$ cat src/rtl/core/aht_pkg.sv
// shared types and constants for the averaging hysteresis thermostat
`default_nettype none

package aht_pkg;

  localparam int CFG_DATA_W = 9;
  localparam int CFG_IDX_W  = 2;

  localparam logic [CFG_IDX_W-1:0] CFG_TARGET = 2'd0;
  localparam logic [CFG_IDX_W-1:0] CFG_HYST   = 2'd1;
  localparam logic [CFG_IDX_W-1:0] CFG_MODE   = 2'd2;

  localparam logic [1:0] MODE_OFF  = 2'd0;
  localparam logic [1:0] MODE_HEAT = 2'd1;
  localparam logic [1:0] MODE_AUTO = 2'd2;

  localparam logic [8:0] TARGET_RST = 9'd100;
  localparam logic [6:0] HYST_RST   = 7'd10;

  localparam int TEMP_W = 12;
  localparam int ERR_W  = 16;

  typedef struct packed {
    logic signed [TEMP_W-1:0] sample_temp;
    logic                     sample_ok;
  } in_t;

  typedef struct packed {
    logic                     heater_on;
    logic                     heater_changed;
    logic                     window_end;
    logic                     avg_valid;
    logic signed [TEMP_W-1:0] avg_temp;
    logic                     report_temp;
    logic [ERR_W-1:0]         error_total;
  } out_t;

  typedef struct packed {
    logic accept;
    logic div_step;
    logic commit;
  } ctrl_cmd_t;

  typedef struct packed {
    logic div_need;
    logic div_last;
    logic out_free;
  } dp_status_t;

endpackage

`default_nettype wire

$ cat src/rtl/core/averaging_hysteresis_thermostat_core.sv
// top level of the averaging hysteresis thermostat
`default_nettype none

// One request per sensor sample. A request that does not close a good window
// goes through intake and commit; one that closes a good window also runs the
// window average through a serial divider giving one quotient bit per cycle
// over a 16-bit sum. A result waits in an output register; the next request
// is taken while it waits, and commit holds while the register is still full
// and out_stall is high.
module averaging_hysteresis_thermostat_core #(
  parameter int WINDOW_SAMPLES = 5
) (
  input  wire logic                           clk,
  input  wire logic                           rst_n,
  input  wire logic                           in_valid,
  output logic                                in_stall,
  input  wire aht_pkg::in_t                   in_data,
  output logic                                out_valid,
  input  wire logic                           out_stall,
  output aht_pkg::out_t                       out_data,
  input  wire logic                           cfg_we,
  input  wire logic [aht_pkg::CFG_IDX_W-1:0]  cfg_index,
  input  wire logic [aht_pkg::CFG_DATA_W-1:0] cfg_data
);

  aht_pkg::ctrl_cmd_t  cmd;
  aht_pkg::dp_status_t status;

  aht_ctrl u_ctrl (
    .clk      (clk),
    .rst_n    (rst_n),
    .in_valid (in_valid),
    .in_stall (in_stall),
    .status   (status),
    .cmd      (cmd)
  );

  aht_dpath #(
    .WINDOW_SAMPLES (WINDOW_SAMPLES)
  ) u_dpath (
    .clk       (clk),
    .rst_n     (rst_n),
    .in_data   (in_data),
    .cfg_we    (cfg_we),
    .cfg_index (cfg_index),
    .cfg_data  (cfg_data),
    .cmd       (cmd),
    .status    (status),
    .out_valid (out_valid),
    .out_stall (out_stall),
    .out_data  (out_data)
  );

endmodule

`default_nettype wire

$ cat src/rtl/core/aht_ctrl.sv
// sequencer for request intake, average division and result commit
`default_nettype none

module aht_ctrl (
  input  wire logic                clk,
  input  wire logic                rst_n,
  input  wire logic                in_valid,
  output logic                     in_stall,
  input  wire aht_pkg::dp_status_t status,
  output aht_pkg::ctrl_cmd_t       cmd
);

  localparam logic [1:0] ST_IDLE = 2'd0;
  localparam logic [1:0] ST_DIV  = 2'd1;
  localparam logic [1:0] ST_FIN  = 2'd2;

  logic [1:0] state_r;
  logic [1:0] state_nxt;

  always_comb begin
    state_nxt    = state_r;
    cmd.accept   = 1'b0;
    cmd.div_step = 1'b0;
    cmd.commit   = 1'b0;
    unique case (state_r)
      ST_IDLE: begin
        if (in_valid) begin
          cmd.accept = 1'b1;
          state_nxt  = status.div_need ? ST_DIV : ST_FIN;
        end
      end
      ST_DIV: begin
        cmd.div_step = 1'b1;
        if (status.div_last) begin
          state_nxt = ST_FIN;
        end
      end
      ST_FIN: begin
        if (status.out_free) begin
          cmd.commit = 1'b1;
          state_nxt  = ST_IDLE;
        end
      end
      default: begin
        state_nxt = ST_IDLE;
      end
    endcase
  end

  always_ff @(posedge clk) begin
    if (!rst_n) begin
      state_r <= ST_IDLE;
    end else begin
      state_r <= state_nxt;
    end
  end

  assign in_stall = (state_r != ST_IDLE);

  a_div_exit: assert property (@(posedge clk) disable iff (!rst_n)
    (state_r == ST_DIV && status.div_last) |=> (state_r == ST_FIN))
    else $error("divider exit missed");

  a_one_cmd: assert property (@(posedge clk) disable iff (!rst_n)
    $onehot0({cmd.accept, cmd.div_step, cmd.commit}))
    else $error("overlapping commands");

  a_commit_idle: assert property (@(posedge clk) disable iff (!rst_n)
    cmd.commit |=> !in_stall)
    else $error("not idle after commit");

endmodule

`default_nettype wire

$ cat src/rtl/core/aht_dpath.sv
// window accumulation, serial divider, hysteresis decision and result register
`default_nettype none

module aht_dpath #(
  parameter int WINDOW_SAMPLES = 5
) (
  input  wire logic                              clk,
  input  wire logic                              rst_n,
  input  wire aht_pkg::in_t                      in_data,
  input  wire logic                              cfg_we,
  input  wire logic [aht_pkg::CFG_IDX_W-1:0]     cfg_index,
  input  wire logic [aht_pkg::CFG_DATA_W-1:0]    cfg_data,
  input  wire aht_pkg::ctrl_cmd_t                cmd,
  output aht_pkg::dp_status_t                    status,
  output logic                                   out_valid,
  input  wire logic                              out_stall,
  output aht_pkg::out_t                          out_data
);

  localparam int CNT_W = 3;
  localparam int SUM_W = 16;
  localparam int STEP_W = $clog2(SUM_W);
  localparam int TW = aht_pkg::TEMP_W;
  localparam int EW = aht_pkg::ERR_W;

  // configuration
  logic [8:0] cfg_target_r;
  logic [6:0] cfg_hyst_r;
  logic [1:0] cfg_mode_r;

  always_ff @(posedge clk) begin
    if (!rst_n) begin
      cfg_target_r <= aht_pkg::TARGET_RST;
      cfg_hyst_r   <= aht_pkg::HYST_RST;
      cfg_mode_r   <= aht_pkg::MODE_AUTO;
    end else if (cfg_we) begin
      unique case (cfg_index)
        aht_pkg::CFG_TARGET: cfg_target_r <= cfg_data[8:0];
        aht_pkg::CFG_HYST:   cfg_hyst_r   <= cfg_data[6:0];
        aht_pkg::CFG_MODE:   cfg_mode_r   <= cfg_data[1:0];
        default: ;
      endcase
    end
  end

  // good-window table, indexed by valid count
  logic [(1<<CNT_W)-1:0] good_tab;
  for (genvar g = 0; g < (1 << CNT_W); g++) begin : g_good
    assign good_tab[g] = (((100 * g) / WINDOW_SAMPLES) > 10) && (g != 0);
  end

  // accumulation state
  logic [CNT_W-1:0]        idx_r, idx_nxt;
  logic [CNT_W-1:0]        vcnt_r, vcnt_nxt;
  logic signed [SUM_W-1:0] sum_r, sum_nxt;
  logic [EW-1:0]           err_r, err_nxt;
  logic                    heater_r, heater_nxt;
  logic signed [TW-1:0]    avg_r, avg_nxt;
  logic signed [TW-1:0]    last_r, last_nxt;
  logic                    wend_r;
  logic                    good_r;

  logic [CNT_W-1:0]        idx_acc;
  logic [CNT_W-1:0]        vcnt_acc;
  logic signed [SUM_W-1:0] sum_acc;
  logic                    wend_acc;
  logic                    good_acc;

  always_comb begin
    idx_acc  = idx_r + 1'b1;
    vcnt_acc = in_data.sample_ok ? vcnt_r + 1'b1 : vcnt_r;
    sum_acc  = in_data.sample_ok
             ? sum_r + {{(SUM_W-TW){in_data.sample_temp[TW-1]}}, in_data.sample_temp}
             : sum_r;
    wend_acc = (idx_acc >= CNT_W'(WINDOW_SAMPLES));
    good_acc = wend_acc && good_tab[vcnt_acc];
    err_nxt  = err_r;
    if (!in_data.sample_ok && (err_r != {EW{1'b1}})) begin
      err_nxt = err_r + 1'b1;
    end
    idx_nxt  = wend_acc ? '0 : idx_acc;
    vcnt_nxt = wend_acc ? '0 : vcnt_acc;
    sum_nxt  = wend_acc ? '0 : sum_acc;
  end

  assign status.div_need = good_acc;

  // serial restoring divider on the magnitude, one quotient bit a cycle
  logic [SUM_W-1:0]  dnum_r, dnum_nxt;
  logic [CNT_W-1:0]  drem_r, drem_nxt;
  logic [CNT_W-1:0]  dden_r;
  logic              dneg_r;
  logic [STEP_W-1:0] dstep_r;
  logic [CNT_W:0]    dtrial;
  logic              dbit;

  always_comb begin
    dtrial   = {drem_r, dnum_r[SUM_W-1]};
    dbit     = (dtrial >= {1'b0, dden_r});
    drem_nxt = dbit ? CNT_W'(dtrial - {1'b0, dden_r}) : dtrial[CNT_W-1:0];
    dnum_nxt = {dnum_r[SUM_W-2:0], dbit};
  end

  assign status.div_last = (dstep_r == STEP_W'(SUM_W - 1));

  always_ff @(posedge clk) begin
    if (cmd.accept) begin
      dnum_r  <= sum_acc[SUM_W-1] ? SUM_W'(-sum_acc) : SUM_W'(sum_acc);
      dneg_r  <= sum_acc[SUM_W-1];
      dden_r  <= vcnt_acc;
      drem_r  <= '0;
      dstep_r <= '0;
    end else if (cmd.div_step) begin
      dnum_r  <= dnum_nxt;
      drem_r  <= drem_nxt;
      dstep_r <= dstep_r + 1'b1;
    end
  end

  // decision on commit
  logic signed [SUM_W-1:0] quot;
  logic signed [TW:0]      delta;
  logic [TW:0]             delta_abs;
  logic                    report;
  logic signed [10:0]      lo_t, hi_t;
  logic signed [16:0]      avg_x10, lo_x16, hi_x16;
  logic signed [16:0]      avg_ext;

  always_comb begin
    quot       = dneg_r ? SUM_W'(-dnum_r) : dnum_r;
    avg_nxt    = good_r ? quot[TW-1:0] : avg_r;
    delta      = {avg_nxt[TW-1], avg_nxt} - {last_r[TW-1], last_r};
    delta_abs  = delta[TW] ? (TW+1)'(-delta) : delta;
    // 10*|d| >= 16 holds for integers exactly when |d| >= 2
    report     = good_r && (delta_abs >= (TW+1)'(2));
    last_nxt   = report ? avg_nxt : last_r;
    lo_t       = $signed({2'b00, cfg_target_r}) - $signed({4'b0000, cfg_hyst_r});
    hi_t       = $signed({2'b00, cfg_target_r}) + $signed({4'b0000, cfg_hyst_r});
    avg_ext    = {{(17-TW){avg_nxt[TW-1]}}, avg_nxt};
    avg_x10    = (avg_ext <<< 3) + (avg_ext <<< 1);
    lo_x16     = {{2{lo_t[10]}}, lo_t, 4'b0000};
    hi_x16     = {{2{hi_t[10]}}, hi_t, 4'b0000};
    heater_nxt = heater_r;
    if (wend_r && (cfg_mode_r == aht_pkg::MODE_AUTO)) begin
      if (!good_r) begin
        heater_nxt = 1'b0;
      end else if (avg_x10 <= lo_x16) begin
        heater_nxt = 1'b1;
      end else if (avg_x10 >= hi_x16) begin
        heater_nxt = 1'b0;
      end
    end
    if (cfg_mode_r == aht_pkg::MODE_HEAT) begin
      heater_nxt = 1'b1;
    end else if (cfg_mode_r != aht_pkg::MODE_AUTO) begin
      heater_nxt = 1'b0;
    end
  end

  always_ff @(posedge clk) begin
    if (!rst_n) begin
      idx_r    <= '0;
      vcnt_r   <= '0;
      sum_r    <= '0;
      err_r    <= '0;
      heater_r <= 1'b0;
      avg_r    <= '0;
      last_r   <= '0;
      wend_r   <= 1'b0;
      good_r   <= 1'b0;
    end else begin
      if (cmd.accept) begin
        idx_r  <= idx_nxt;
        vcnt_r <= vcnt_nxt;
        sum_r  <= sum_nxt;
        err_r  <= err_nxt;
        wend_r <= wend_acc;
        good_r <= good_acc;
      end
      if (cmd.commit) begin
        heater_r <= heater_nxt;
        avg_r    <= avg_nxt;
        last_r   <= last_nxt;
      end
    end
  end

  // result register
  logic           out_valid_r, out_valid_nxt;
  aht_pkg::out_t  out_r;

  assign status.out_free = !out_valid_r || !out_stall;

  always_comb begin
    out_valid_nxt = out_valid_r;
    if (cmd.commit) begin
      out_valid_nxt = 1'b1;
    end else if (out_valid_r && !out_stall) begin
      out_valid_nxt = 1'b0;
    end
  end

  always_ff @(posedge clk) begin
    if (!rst_n) begin
      out_valid_r <= 1'b0;
    end else begin
      out_valid_r <= out_valid_nxt;
    end
  end

  always_ff @(posedge clk) begin
    if (cmd.commit) begin
      out_r.heater_on      <= heater_nxt;
      out_r.heater_changed <= heater_nxt != heater_r;
      out_r.window_end     <= wend_r;
      out_r.avg_valid      <= good_r;
      out_r.avg_temp       <= avg_nxt;
      out_r.report_temp    <= report;
      out_r.error_total    <= err_r;
    end
  end

  assign out_valid = out_valid_r;
  assign out_data  = out_r;

  a_commit_out: assert property (@(posedge clk) disable iff (!rst_n)
    cmd.commit |=> out_valid_r)
    else $error("commit without result");

  a_avg_window: assert property (@(posedge clk) disable iff (!rst_n)
    (out_valid_r && out_r.avg_valid) |-> out_r.window_end)
    else $error("average flagged outside window end");

  a_report_good: assert property (@(posedge clk) disable iff (!rst_n)
    (out_valid_r && out_r.report_temp) |-> out_r.avg_valid)
    else $error("report without good window");

  a_heat_mode: assert property (@(posedge clk) disable iff (!rst_n)
    (cmd.commit && cfg_mode_r == aht_pkg::MODE_HEAT) |=> out_r.heater_on)
    else $error("heat mode not forcing heater on");

endmodule

`default_nettype wire
$ cat config.mk
export PLATFORM = sky130hd
export DESIGN_NAME = averaging_hysteresis_thermostat_core
export DESIGN_NICKNAME = d
export VERILOG_FILES = /design/src/rtl/core/aht_pkg.sv /design/src/rtl/core/averaging_hysteresis_thermostat_core.sv /design/src/rtl/core/aht_ctrl.sv /design/src/rtl/core/aht_dpath.sv
export SDC_FILE = /design/constraint.sdc
export NUM_CORES = 1
export LEC_CHECK = 0
export ABC_AREA = 1
export BUFFER_PORTS_ARGS = -buffer_cell sky130_fd_sc_hd__buf_2
export CAP_MARGIN = 20
export CORE_MARGIN = 2
export CORE_UTILIZATION = 35
export CTS_BUF_LIST = sky130_fd_sc_hd__clkbuf_16
export CTS_CLUSTER_DIAMETER = 30
export DETAILED_ROUTE_END_ITERATION = 10
export PLACE_DENSITY = 0.6
export RECOVER_POWER = 50
export SLEW_MARGIN = 5
export SYNTH_ARGS = -nofsm -noshare
export SYNTH_HDL_FRONTEND = slang
export SYNTH_SLANG_ARGS = --single-unit
$ cat constraint.sdc
create_clock -name clk -period 7.5 [get_ports clk]
set_input_delay 1.125 -clock clk [delete_from_list [all_inputs] [get_ports clk]]
set_output_delay 1.125 -clock clk [all_outputs]
set_load 0.05 [all_outputs]
==> impl_metrics.env, run 1 <==
export IMPL_status="finished with violations"
export IMPL_violations="max-capacitance violations, max-slew violations"
export IMPL_drtPass1Iterations=6
export IMPL_ys_types=52
export IMPL_r2r_end="u_dpath.out_data[31]$_DFFE_PP_"
export IMPL_cp_depth=30
export IMPL_grt_pass1_wl_um=38700
export IMPL_syn_mean_instance_area_um2=7.33
export IMPL_rsz0062_at_grt="false"
export IMPL_cts_sinks=146
export IMPL_initial_core_util=0.353
export IMPL_cts_tree="built"
export IMPL_antennaDiodeCount=0
export IMPL_critical_path_required_ps=7690
export IMPL_worstSkewPairLatency_ps=430
export IMPL_power_density_nw_per_um2=227
export IMPL_port_buffers=63
export IMPL_crit_fanout=22
export IMPL_nets=1545
export IMPL_synth_edf_count=53
export IMPL_final_min_clock_period_ps=5600
export IMPL_grt_pass1_vias=7990
export IMPL_cp_arrival_ps=5780
export IMPL_clockRootBuffer="clkbuf_16"
export IMPL_fillers=3019
export IMPL_htreeDepth=4
export IMPL_synthArstFlopShare=0
export IMPL_max_stage_delay_ps=820
export IMPL_synthTopCellsByArea="dfxtp_1, edfxtp_1, nand2_1"
export IMPL_wirelength_um=22600
export IMPL_post_cts_resized=0
export IMPL_yosys_area_top_type_share=0.185
export IMPL_cp_top_family="simple AND/OR/NAND/NOR gates"
export IMPL_core_area_um2=28500
export IMPL_vias=8673
export IMPL_antenna_found_initial=0
export IMPL_cp_num_buf_inv=6
export IMPL_ys_seq_area_frac=0.343
export IMPL_crit_path_end_kind="flop"
export IMPL_via_per_inst=4.75
export IMPL_worst_pin_slew_ps=3010
export IMPL_tns_ps=0
export IMPL_finClkSkew_ps=12.7
export IMPL_post_cts_setup_buffers=0
export IMPL_dieWidth_um=174
export IMPL_clockBufferDepth=2
export IMPL_grt_start_max_net_pins=59
export IMPL_fmax_mhz=179
export IMPL_critPathSlowestCell="dfxtp_1"
export IMPL_r2r_cells=30
export IMPL_numCtsBuffers=17
export IMPL_overflow=0
export IMPL_drcViolationCount=0
export IMPL_setup_violations=0
export IMPL_syn_cell_area_um2=10100
export IMPL_synthesis_instances=1375
export IMPL_p_total_mw=2.56
export IMPL_hpwl_um=17000
export IMPL_critPathMostFrequentCell="nand2_1"
export IMPL_ant_nets=0
export IMPL_start_kind="flop"
export IMPL_synth_flop_cell="dfxtp_1"
export IMPL_synth_seq_cells=146
export IMPL_reg2reg_from="u_dpath.good_r$_SDFFE_PN0P_"
export IMPL_die_area_um2=30200
export IMPL_startpoint="u_dpath.good_r$_SDFFE_PN0P_"
export IMPL_synthTopCellsByCount="nand2_1, inv_1, a21oi_1"
export IMPL_dieHeight_um=174
export IMPL_clk_pin_slew_ps=70
export IMPL_grt_use_total=0.153
export IMPL_synth_most_common_cell="nand2_1"
export IMPL_drtIter0Drc=478
export IMPL_row_count=62
export IMPL_hold_violations=0
export IMPL_ys_warn_count=0
export IMPL_leakagePower_nw=5.21
export IMPL_ios=64
export IMPL_whs_ps=450
export IMPL_slew_viol_final=154
export IMPL_hold_path_class="flop to flop"
export IMPL_syn_nets=1490
export IMPL_critPathKind="flop to flop"
export IMPL_final_layout_size_suffix_gt1_frac=0.0880
export IMPL_drv_cap=3
export IMPL_synth_largest_area_cell="dfxtp_1"
export IMPL_maxSlewHeadroom=-1.00
export IMPL_gp_congestion=0.852
export IMPL_area_delta_synth_final_pct=12.1
export IMPL_r2r_setup_slack_ps=1900
export IMPL_endpoint="u_dpath.out_data[31]$_DFFE_PP_"
export IMPL_vdd_ir_drop_max_uv=160
export IMPL_ctsHoldBuffers=0
export IMPL_routedWlPerCell_um=12.4
export IMPL_finalCritPeriodShare=0.746
-- cells by family (layout without fill, tap and decap cells) --
family / Yosys count / count (layout) / share of synthesized area
simple gates: 603 / 603 / 0.270
buf+inv: 254 / 322 / 0.0996
compound gates: 227 / 227 / 0.123
flops: 146 / 146 / 0.343
fa+ha+maj: 86 / 86 / 0.111
xor+xnor: 59 / 59 / 0.0528
-- how the worst min path moves through the flow --
stage / from / endpoint / depth (start not counted)
global placement: u_dpath.err_r[15]$_SDFFE_PN0P_ / u_dpath.out_data[15]$_DFFE_PP_ / 0
global route: u_dpath.err_r[6]$_SDFFE_PN0P_ / u_dpath.out_data[6]$_DFFE_PP_ / 0
detailed placement: u_dpath.err_r[15]$_SDFFE_PN0P_ / u_dpath.out_data[15]$_DFFE_PP_ / 0
finish: u_dpath.err_r[6]$_SDFFE_PN0P_ / u_dpath.out_data[6]$_DFFE_PP_ / 0
floorplan: u_dpath.err_r[15]$_SDFFE_PN0P_ / u_dpath.out_data[15]$_DFFE_PP_ / 0
CTS: u_dpath.err_r[15]$_SDFFE_PN0P_ / u_dpath.out_data[15]$_DFFE_PP_ / 0
-- layout by cell type, fill, tap and decap left out, drive strengths merged, types with 2 or more instances in the layout --
master,synthesis,final
a211oi,5,5
a21boi,2,2
a21o,2,2
a21oi,101,101
buf,12,29
clkbuf,23,59
clkinv,0,3
clkinvlp,0,2
dfxtp,93,93
edfxtp,53,53
fa,6,6
ha,80,80
inv,219,228
nand2,342,342
nand3,97,97
nand3b,5,5
nand4,27,27
nor2,100,100
nor3,17,17
nor3b,2,2
nor4,4,4
o211ai,8,8
o21a,4,4
o21ai,87,87
o21bai,6,6
o31ai,6,6
or2,8,8
xnor2,20,20
xor2,39,39
-- sequential cells by signal, summed over array words and instances (netlist names) --
register,count
u_dpath.out_data,33
u_dpath.dden_r,3
u_dpath.err_r,16
u_ctrl.state_r,2
u_dpath.vcnt_r,3
u_dpath.drem_r,3
u_dpath.cfg_hyst_r,7
u_dpath.dneg_r,1
u_dpath.avg_r,12
u_dpath.heater_r,1
u_dpath.wend_r,1
u_dpath.sum_r,16
u_dpath.idx_r,3
u_dpath.out_valid,1
u_dpath.dstep_r,4
u_dpath.dnum_r,16
u_dpath.last_r,12
u_dpath.good_r,1
u_dpath.cfg_mode_r,2
u_dpath.cfg_target_r,9
-- final cells by class --
class / count / area, µm² / area share
Clock buffer: 17 / 425 / 0.0377
Sequential cell: 146 / 3450 / 0.306
Multi-Input combinational cell: 975 / 5620 / 0.497
Timing Repair Buffer: 71 / 310 / 0.0275
Inverter: 219 / 822 / 0.0728
Tap cell: 384 / 480 / 0.0425
Clock inverter: 15 / 188 / 0.0166
-- worst reg2reg max path, delay by kind of cell (launching register included) --
| family | cells | cell delay (ps) |
|---|---|---|
| DFF | 1 | 820 |
| xor gates and xnor gates | 1 | 180 |
| buffers and inverters | 6 | 1100 |
| adders and majority gates | 3 | 900 |
| AOI/OAI and AO/OA | 5 | 1150 |
| and+or+nand+nor | 15 | 1190 |
-- per-layer routing --
metal  up-vias  wire, µm  track usage
met1      3927     11600        0.213
met2       126     10100        0.248
met3        22       694       0.0246
met5         -         0            0
met4         0       279       0.0399
li1       4598         -            -
-- power by group --
| group | internal [mW] | total [mW] | switching [mW] |
|---|---|---|---|
| logic | 0.261 | 0.764 | 0.504 |
| clock network | 0.481 | 0.883 | 0.402 |
| registers | 0.883 | 0.917 | 0.0343 |
-- stage by stage --
step                cell area (µm²)  std cells  utilization  setup WS (ps)
global placement              10800       1795        0.377           2480
CTS                           11400       1827        0.398           2400
global route                  11300       1827        0.396           1340
finish                        11300       1827        0.396           1900
floorplan                     10100       1375            -           2950
detailed placement            10800       1795        0.377           2430
Power figures use the tool's default switching activity.
==> run 2, diff against run 1 <==
==> constraint.sdc (replaced) <==
create_clock -name clk -period 5.5 [get_ports clk]
set_input_delay 0.825 -clock clk [delete_from_list [all_inputs] [get_ports clk]]
set_output_delay 0.825 -clock clk [all_outputs]
set_load 0.05 [all_outputs]
==> run 2 against run 1 <==
The flow still finishes with violations (max-capacitance violations, max-slew violations). Utilization barely moved. Register-to-register slack got worse by 1300 ps. Critical path depth up 3. Via count decreased by 0.39%. Clock power grew 33%. Count of clock-buffer cells in the layout is the same. Largest cell class unchanged.
==> impl_metrics.env, run 2 (same netlist as run 1, synthesis figures left out) <==
export IMPL_status="finished with violations"
export IMPL_violations="max-capacitance violations, max-slew violations"
export IMPL_r2r_end="u_dpath.out_data[31]$_DFFE_PP_"
export IMPL_p_total_mw=3.47
export IMPL_leakagePower_nw=5.22
export IMPL_overflow=0
export IMPL_worstSkewPairLatency_ps=430
export IMPL_cts_tree="built"
export IMPL_ctsHoldBuffers=0
export IMPL_numCtsBuffers=17
export IMPL_hold_violations=0
export IMPL_post_cts_setup_buffers=0
export IMPL_antennaDiodeCount=0
export IMPL_crit_fanout=6
export IMPL_drv_cap=3
export IMPL_grt_pass1_wl_um=39000
export IMPL_worst_pin_slew_ps=2310
export IMPL_start_kind="flop"
export IMPL_wirelength_um=22900
export IMPL_clockRootBuffer="clkbuf_16"
export IMPL_grt_pass1_vias=8093
export IMPL_hpwl_um=17400
export IMPL_nets=1547
export IMPL_finClkSkew_ps=13.0
export IMPL_post_cts_resized=0
export IMPL_hold_path_endpoint="u_dpath.out_data[6]$_DFFE_PP_"
export IMPL_critPathMostFrequentCell="nand2_1"
export IMPL_core_area_um2=28500
export IMPL_critPathKind="flop to flop"
export IMPL_via_per_inst=4.72
export IMPL_stdcell_count=1829
export IMPL_die_area_um2=30200
export IMPL_crit_path_end_kind="flop"
export IMPL_critPathSlowestCell="fa_1"
export IMPL_htreeDepth=4
export IMPL_clk_pin_slew_ps=70
export IMPL_r2r_setup_slack_ps=610
export IMPL_row_count=62
export IMPL_layout_commonest_cell="nand2_1"
export IMPL_vias=8639
export IMPL_clockBufferDepth=2
export IMPL_fillers=3026
export IMPL_multi_input_area_um2=5600
export IMPL_power_density_nw_per_um2=307
export IMPL_whs_path_depth=0
export IMPL_hold_path_class="flop to flop"
export IMPL_routedWlPerCell_um=12.5
export IMPL_fmax_mhz=205
export IMPL_r2r_cells=33
export IMPL_maxSlewHeadroom=-0.544
export IMPL_grt_use_total=0.154
export IMPL_port_buffers=63
export IMPL_drtIter0Drc=513
export IMPL_cp_arrival_ps=5070
export IMPL_tns_ps=0
export IMPL_antenna_found_initial=0
export IMPL_max_stage_delay_ps=470
export IMPL_ant_nets=0
export IMPL_seq_area_um2=3450
export IMPL_dieHeight_um=174
export IMPL_gp_congestion=0.871
export IMPL_vdd_ir_drop_max_uv=224
export IMPL_grt_start_max_net_pins=47
export IMPL_finalCritPeriodShare=0.889
export IMPL_critical_path_required_ps=5680
export IMPL_dieWidth_um=174
export IMPL_final_min_clock_period_ps=4890
export IMPL_reg2reg_from="u_dpath.dnum_r[2]$_DFFE_PP_"
export IMPL_ios=64
export IMPL_slew_viol_final=121
export IMPL_final_cell_mix="nand2_1, inv_1, a21oi_1"
export IMPL_area_delta_synth_final_pct=12.1
export IMPL_setup_violations=0
export IMPL_rsz0062_at_grt="false"
export IMPL_final_layout_size_suffix_gt1_frac=0.0858
export IMPL_placedCellCount=1797
export IMPL_min_from="u_dpath.err_r[6]$_SDFFE_PN0P_"
export IMPL_initial_core_util=0.353
export IMPL_drtPass1Iterations=5
export IMPL_startpoint="u_dpath.dnum_r[2]$_DFFE_PP_"
export IMPL_cts_sinks=146
export IMPL_drcViolationCount=0
export IMPL_largest_reg_flops=33
## run 2: worst max-delay path by stage
stage	end	slack (ps)
final	u_dpath.out_data[31]$_DFFE_PP_	610
after floorplan	u_dpath.out_data[31]$_DFFE_PP_	950
after CTS	u_dpath.out_data[31]$_DFFE_PP_	620
after global routing	u_dpath.out_data[31]$_DFFE_PP_	20
after detailed placement	u_dpath.out_data[31]$_DFFE_PP_	640
after global placement	u_dpath.out_data[31]$_DFFE_PP_	700
## run 2: worst max-delay path, delay by kind of cell, from the launching register on
| kind | cells | cell delay (ps) |
|---|---|---|
| AND/OR/NAND/NOR | 19 | 1460 |
| adder cells (fa/ha/maj) | 2 | 790 |
| buffers and inverters | 5 | 490 |
| XOR/XNOR | 2 | 320 |
| AO/OA/AOI/OAI | 5 | 1200 |
| flip-flops | 1 | 400 |
## run 2: through the flow
step / utilization / hold slack, ps / setup WS [ps] / area [µm²]
finish: 0.395 / 448 / 612 / 11300
CTS: 0.398 / 458 / 621 / 11400
global route: 0.395 / 477 / 24.7 / 11300
floorplan: - / 408 / 952 / 10100
detailed placement: 0.377 / 440 / 643 / 10800
global placement: 0.377 / 443 / 696 / 10800
## run 2: cell type report
type,instances,area share
multi-input combinational,975,0.496
timing repair buffer,73,0.0289
inverter,219,0.0728
sequential,146,0.306
tap,384,0.0426
clock buffer,17,0.0377
clock inverter,15,0.0161
## run 2: power by group
group          total [mW]  leakage [nW]  internal [mW]  switching [mW]
clock network        1.17         0.296          0.617           0.558
registers            1.25          1.27           1.20          0.0469
logic                1.04          3.66          0.355           0.686
total                3.47          5.22           2.17            1.29
## run 2: layer usage
layer / vias up / share of wire / global-route usage
met5: - / 0 / 0
met4: 0 / 0.0077 / 0.0308
met3: 12 / 0.029 / 0.0237
met2: 104 / 0.45 / 0.254
met1: 3919 / 0.51 / 0.215
li1: 4604 / - / -
==> run 3, diff against run 2 <==
--- a/config.mk
+++ b/config.mk
@@ -12,10 +12,12 @@
 export CORE_UTILIZATION = 35
 export CTS_BUF_LIST = sky130_fd_sc_hd__clkbuf_16
 export CTS_CLUSTER_DIAMETER = 30
+export CTS_CLUSTER_SIZE = 10
 export DETAILED_ROUTE_END_ITERATION = 10
-export PLACE_DENSITY = 0.6
+export PLACE_DENSITY = 0.57
 export RECOVER_POWER = 50
 export SLEW_MARGIN = 5
 export SYNTH_ARGS = -nofsm -noshare
 export SYNTH_HDL_FRONTEND = slang
+export SYNTH_HIERARCHICAL = 1
 export SYNTH_SLANG_ARGS = --single-unit
==> run 3 against run 2 <==
Cell area down 0.61%. Die area down 0.90%. Non-clock buffer count down 3. Power up 28%. The run still ends with max-capacitance violations, max-slew violations left. Setup slack better by 210 ps. Wire length up 3.7%. Largest power group is now combinational cells. Critical path depth down 6.
==> impl_metrics.env, run 3 <==
export IMPL_status="finished with violations"
export IMPL_violations="max-capacitance violations, max-slew violations"
export IMPL_intPower_mw=2.57
export IMPL_pwr_share_clk=0.269
export IMPL_grt_use_total=0.161
export IMPL_switching_share=0.423
export IMPL_ys_seq_area_frac=0.346
export IMPL_synthesis_instances=1385
export IMPL_r2r_cells=27
export IMPL_nets=1557
export IMPL_comb_power_share=0.431
export IMPL_synth_largest_area_cell="dfxtp_1"
export IMPL_drtIter0Drc=562
export IMPL_layout_commonest_cell="nand2_1"
export IMPL_syn_nets=1503
export IMPL_finalCritPeriodShare=0.850
export IMPL_cp_num_buf_inv=2
export IMPL_whs_path_depth=0
export IMPL_cts_tree="built"
export IMPL_crit_path_end_kind="flop"
export IMPL_p_switching_mw=1.88
export IMPL_critical_path_required_ps=5680
export IMPL_drcViolationCount=0
export IMPL_cp_top_family="simple AND/OR/NAND/NOR gates"
export IMPL_post_cts_resized=0
export IMPL_grt_busiest_layer="met2"
export IMPL_maxSlewHeadroom=-0.923
export IMPL_hold_path_class="flop to flop"
export IMPL_vdd_ir_drop_max_uv=246
export IMPL_syn_cell_area_um2=9980
export IMPL_cp_arrival_ps=4860
export IMPL_ctsHoldBuffers=0
export IMPL_synth_edf_count=53
export IMPL_worstSkewPairLatency_ps=430
export IMPL_synthTopCellsByArea="dfxtp_1, edfxtp_1, nand2_1"
export IMPL_clockBufferDepth=2
export IMPL_ys_types=49
export IMPL_dieWidth_um=173
export IMPL_gp_congestion=0.828
export IMPL_r2r_setup_slack_ps=830
export IMPL_die_area_um2=29900
export IMPL_hpwl_um=18100
export IMPL_r2r_end="u_dpath/out_data[31]$_DFFE_PP_"
export IMPL_ios=64
export IMPL_cts_sinks=146
export IMPL_row_count=61
export IMPL_largest_reg_flops=33
export IMPL_synth_flop_cell="dfxtp_1"
export IMPL_synth_most_common_cell="nand2_1"
export IMPL_start_kind="flop"
export IMPL_grt_start_max_net_pins=60
export IMPL_ys_warn_count=6
export IMPL_yosys_area_top_type_share=0.187
export IMPL_routedWlPerCell_um=13.0
export IMPL_port_buffers=63
export IMPL_hold_violations=0
export IMPL_overflow=0
export IMPL_via_per_inst=4.86
export IMPL_area_delta_synth_final_pct=12.4
export IMPL_critPathMostFrequentCell="nand2_1"
export IMPL_drv_cap=2
export IMPL_antennaDiodeCount=0
export IMPL_leakagePower_nw=5.31
export IMPL_dp_worst_setup_slack_ps=895
export IMPL_htreeDepth=4
export IMPL_final_cell_mix="nand2_1, inv_1, nor2_1"
export IMPL_worst_pin_slew_ps=2880
export IMPL_clockRootBuffer="clkbuf_16"
export IMPL_final_layout_size_suffix_gt1_frac=0.0599
export IMPL_wirelength_um=23700
export IMPL_grt_use_met1=0.219
export IMPL_crit_fanout=15
export IMPL_synthArstFlopShare=0
export IMPL_placedCellCount=1798
export IMPL_grt_pass1_wl_um=40100
export IMPL_finClkSkew_ps=11.3
export IMPL_max_stage_delay_ps=560
export IMPL_dieHeight_um=173
export IMPL_setup_violations=0
export IMPL_ant_nets=0
export IMPL_tns_ps=0
export IMPL_initial_core_util=0.357
export IMPL_grt_pass1_vias=8349
export IMPL_setup_slack_ps=827
export IMPL_antenna_found_initial=0
export IMPL_p_seq_frac=0.301
export IMPL_drtPass1Iterations=5
export IMPL_fmax_mhz=214
export IMPL_hold_path_endpoint="u_dpath/out_data[4]$_DFFE_PP_"
export IMPL_slew_viol_final=119
export IMPL_design_area_um2=11200
export IMPL_synth_seq_cells=146
export IMPL_use_met2=0.267
export IMPL_dpl_instance_area_um2=10700
export IMPL_met3_usage=0.0233
export IMPL_synthTopCellsByCount="nand2_1, inv_1, nor2_1"
export IMPL_core_area_um2=27900
export IMPL_critPathKind="flop to flop"
export IMPL_min_from="u_dpath/err_r[4]$_SDFFE_PN0P_"
export IMPL_final_min_clock_period_ps=4670
export IMPL_syn_mean_instance_area_um2=7.21
export IMPL_numCtsBuffers=17
export IMPL_reg2reg_from="u_dpath/good_r$_SDFFE_PN0P_"
export IMPL_rsz0062_at_grt="false"
export IMPL_stdcell_count=1830
export IMPL_utilization=0.402
export IMPL_vias=8894
export IMPL_post_cts_setup_buffers=0
export IMPL_critPathSlowestCell="dfxtp_1"
export IMPL_power_density_nw_per_um2=397
export IMPL_clk_pin_slew_ps=70
-- run 3: logic make-up (layout without fill, tap and decap cells) --
group | Yosys count | in the layout | synth area share
xor gates and xnor gates | 53 | 53 | 0.0488
muxes | 1 | 1 | 0.00100
DFF | 146 | 146 | 0.346
buffers and inverters | 233 | 300 | 0.0905
and+or+nand+nor | 626 | 626 | 0.265
AOI/OAI and AO/OA | 237 | 237 | 0.133
adders and majority gates | 89 | 89 | 0.116
-- run 3: routing by layer --
layer	wire, µm	up-vias
met3	855	16
met1	11800	4059
met2	10800	148
met4	257	0
li1	-	4671
met5	0	-
-- run 3: through the flow --
step | total power [mW] | hold slack [ps]
floorplan | 2.88 | 408
global placement | 3.26 | 416
detailed placement | 3.28 | 417
CTS | 4.49 | 431
global route | 4.83 | 449
finish | 4.45 | 428
-- run 3: cell type report --
type | count | area (µm²)
multi-input combinational | 1006 | 5620
tap | 378 | 473
clock buffer | 17 | 425
inverter | 198 | 746
sequential | 146 | 3450
fill | 2994 | 16700
timing repair buffer | 70 | 312
clock inverter | 15 | 189
-- run 3: worst max-delay path by stage --
stage          slack, ps                             end  cells after the start                   startpoint
3_3_place_gp         980  u_dpath/out_data[31]$_DFFE_PP_                     31  u_dpath/dnum_r[0]$_DFFE_PP_
6_report             830  u_dpath/out_data[31]$_DFFE_PP_                     27  u_dpath/good_r$_SDFFE_PN0P_
3_5_place_dp         890  u_dpath/out_data[31]$_DFFE_PP_                     31  u_dpath/dnum_r[0]$_DFFE_PP_
4_1_cts              870  u_dpath/out_data[31]$_DFFE_PP_                     31  u_dpath/dnum_r[0]$_DFFE_PP_
2_1_floorplan       1230  u_dpath/last_r[5]$_SDFFE_PN0P_                     10                    out_stall
5_1_grt              360  u_dpath/out_data[31]$_DFFE_PP_                     31  u_dpath/dnum_r[0]$_DFFE_PP_
-- run 3: power by group through the flow --
stage | combinational [mW] | sequential [mW] | clock (mW)
floorplan | 1.44 | 1.43 | 0
global placement | 1.90 | 1.36 | 0
detailed placement | 1.92 | 1.36 | 0
CTS | 1.93 | 1.34 | 1.22
global route | 2.20 | 1.36 | 1.27
finish | 1.92 | 1.34 | 1.20
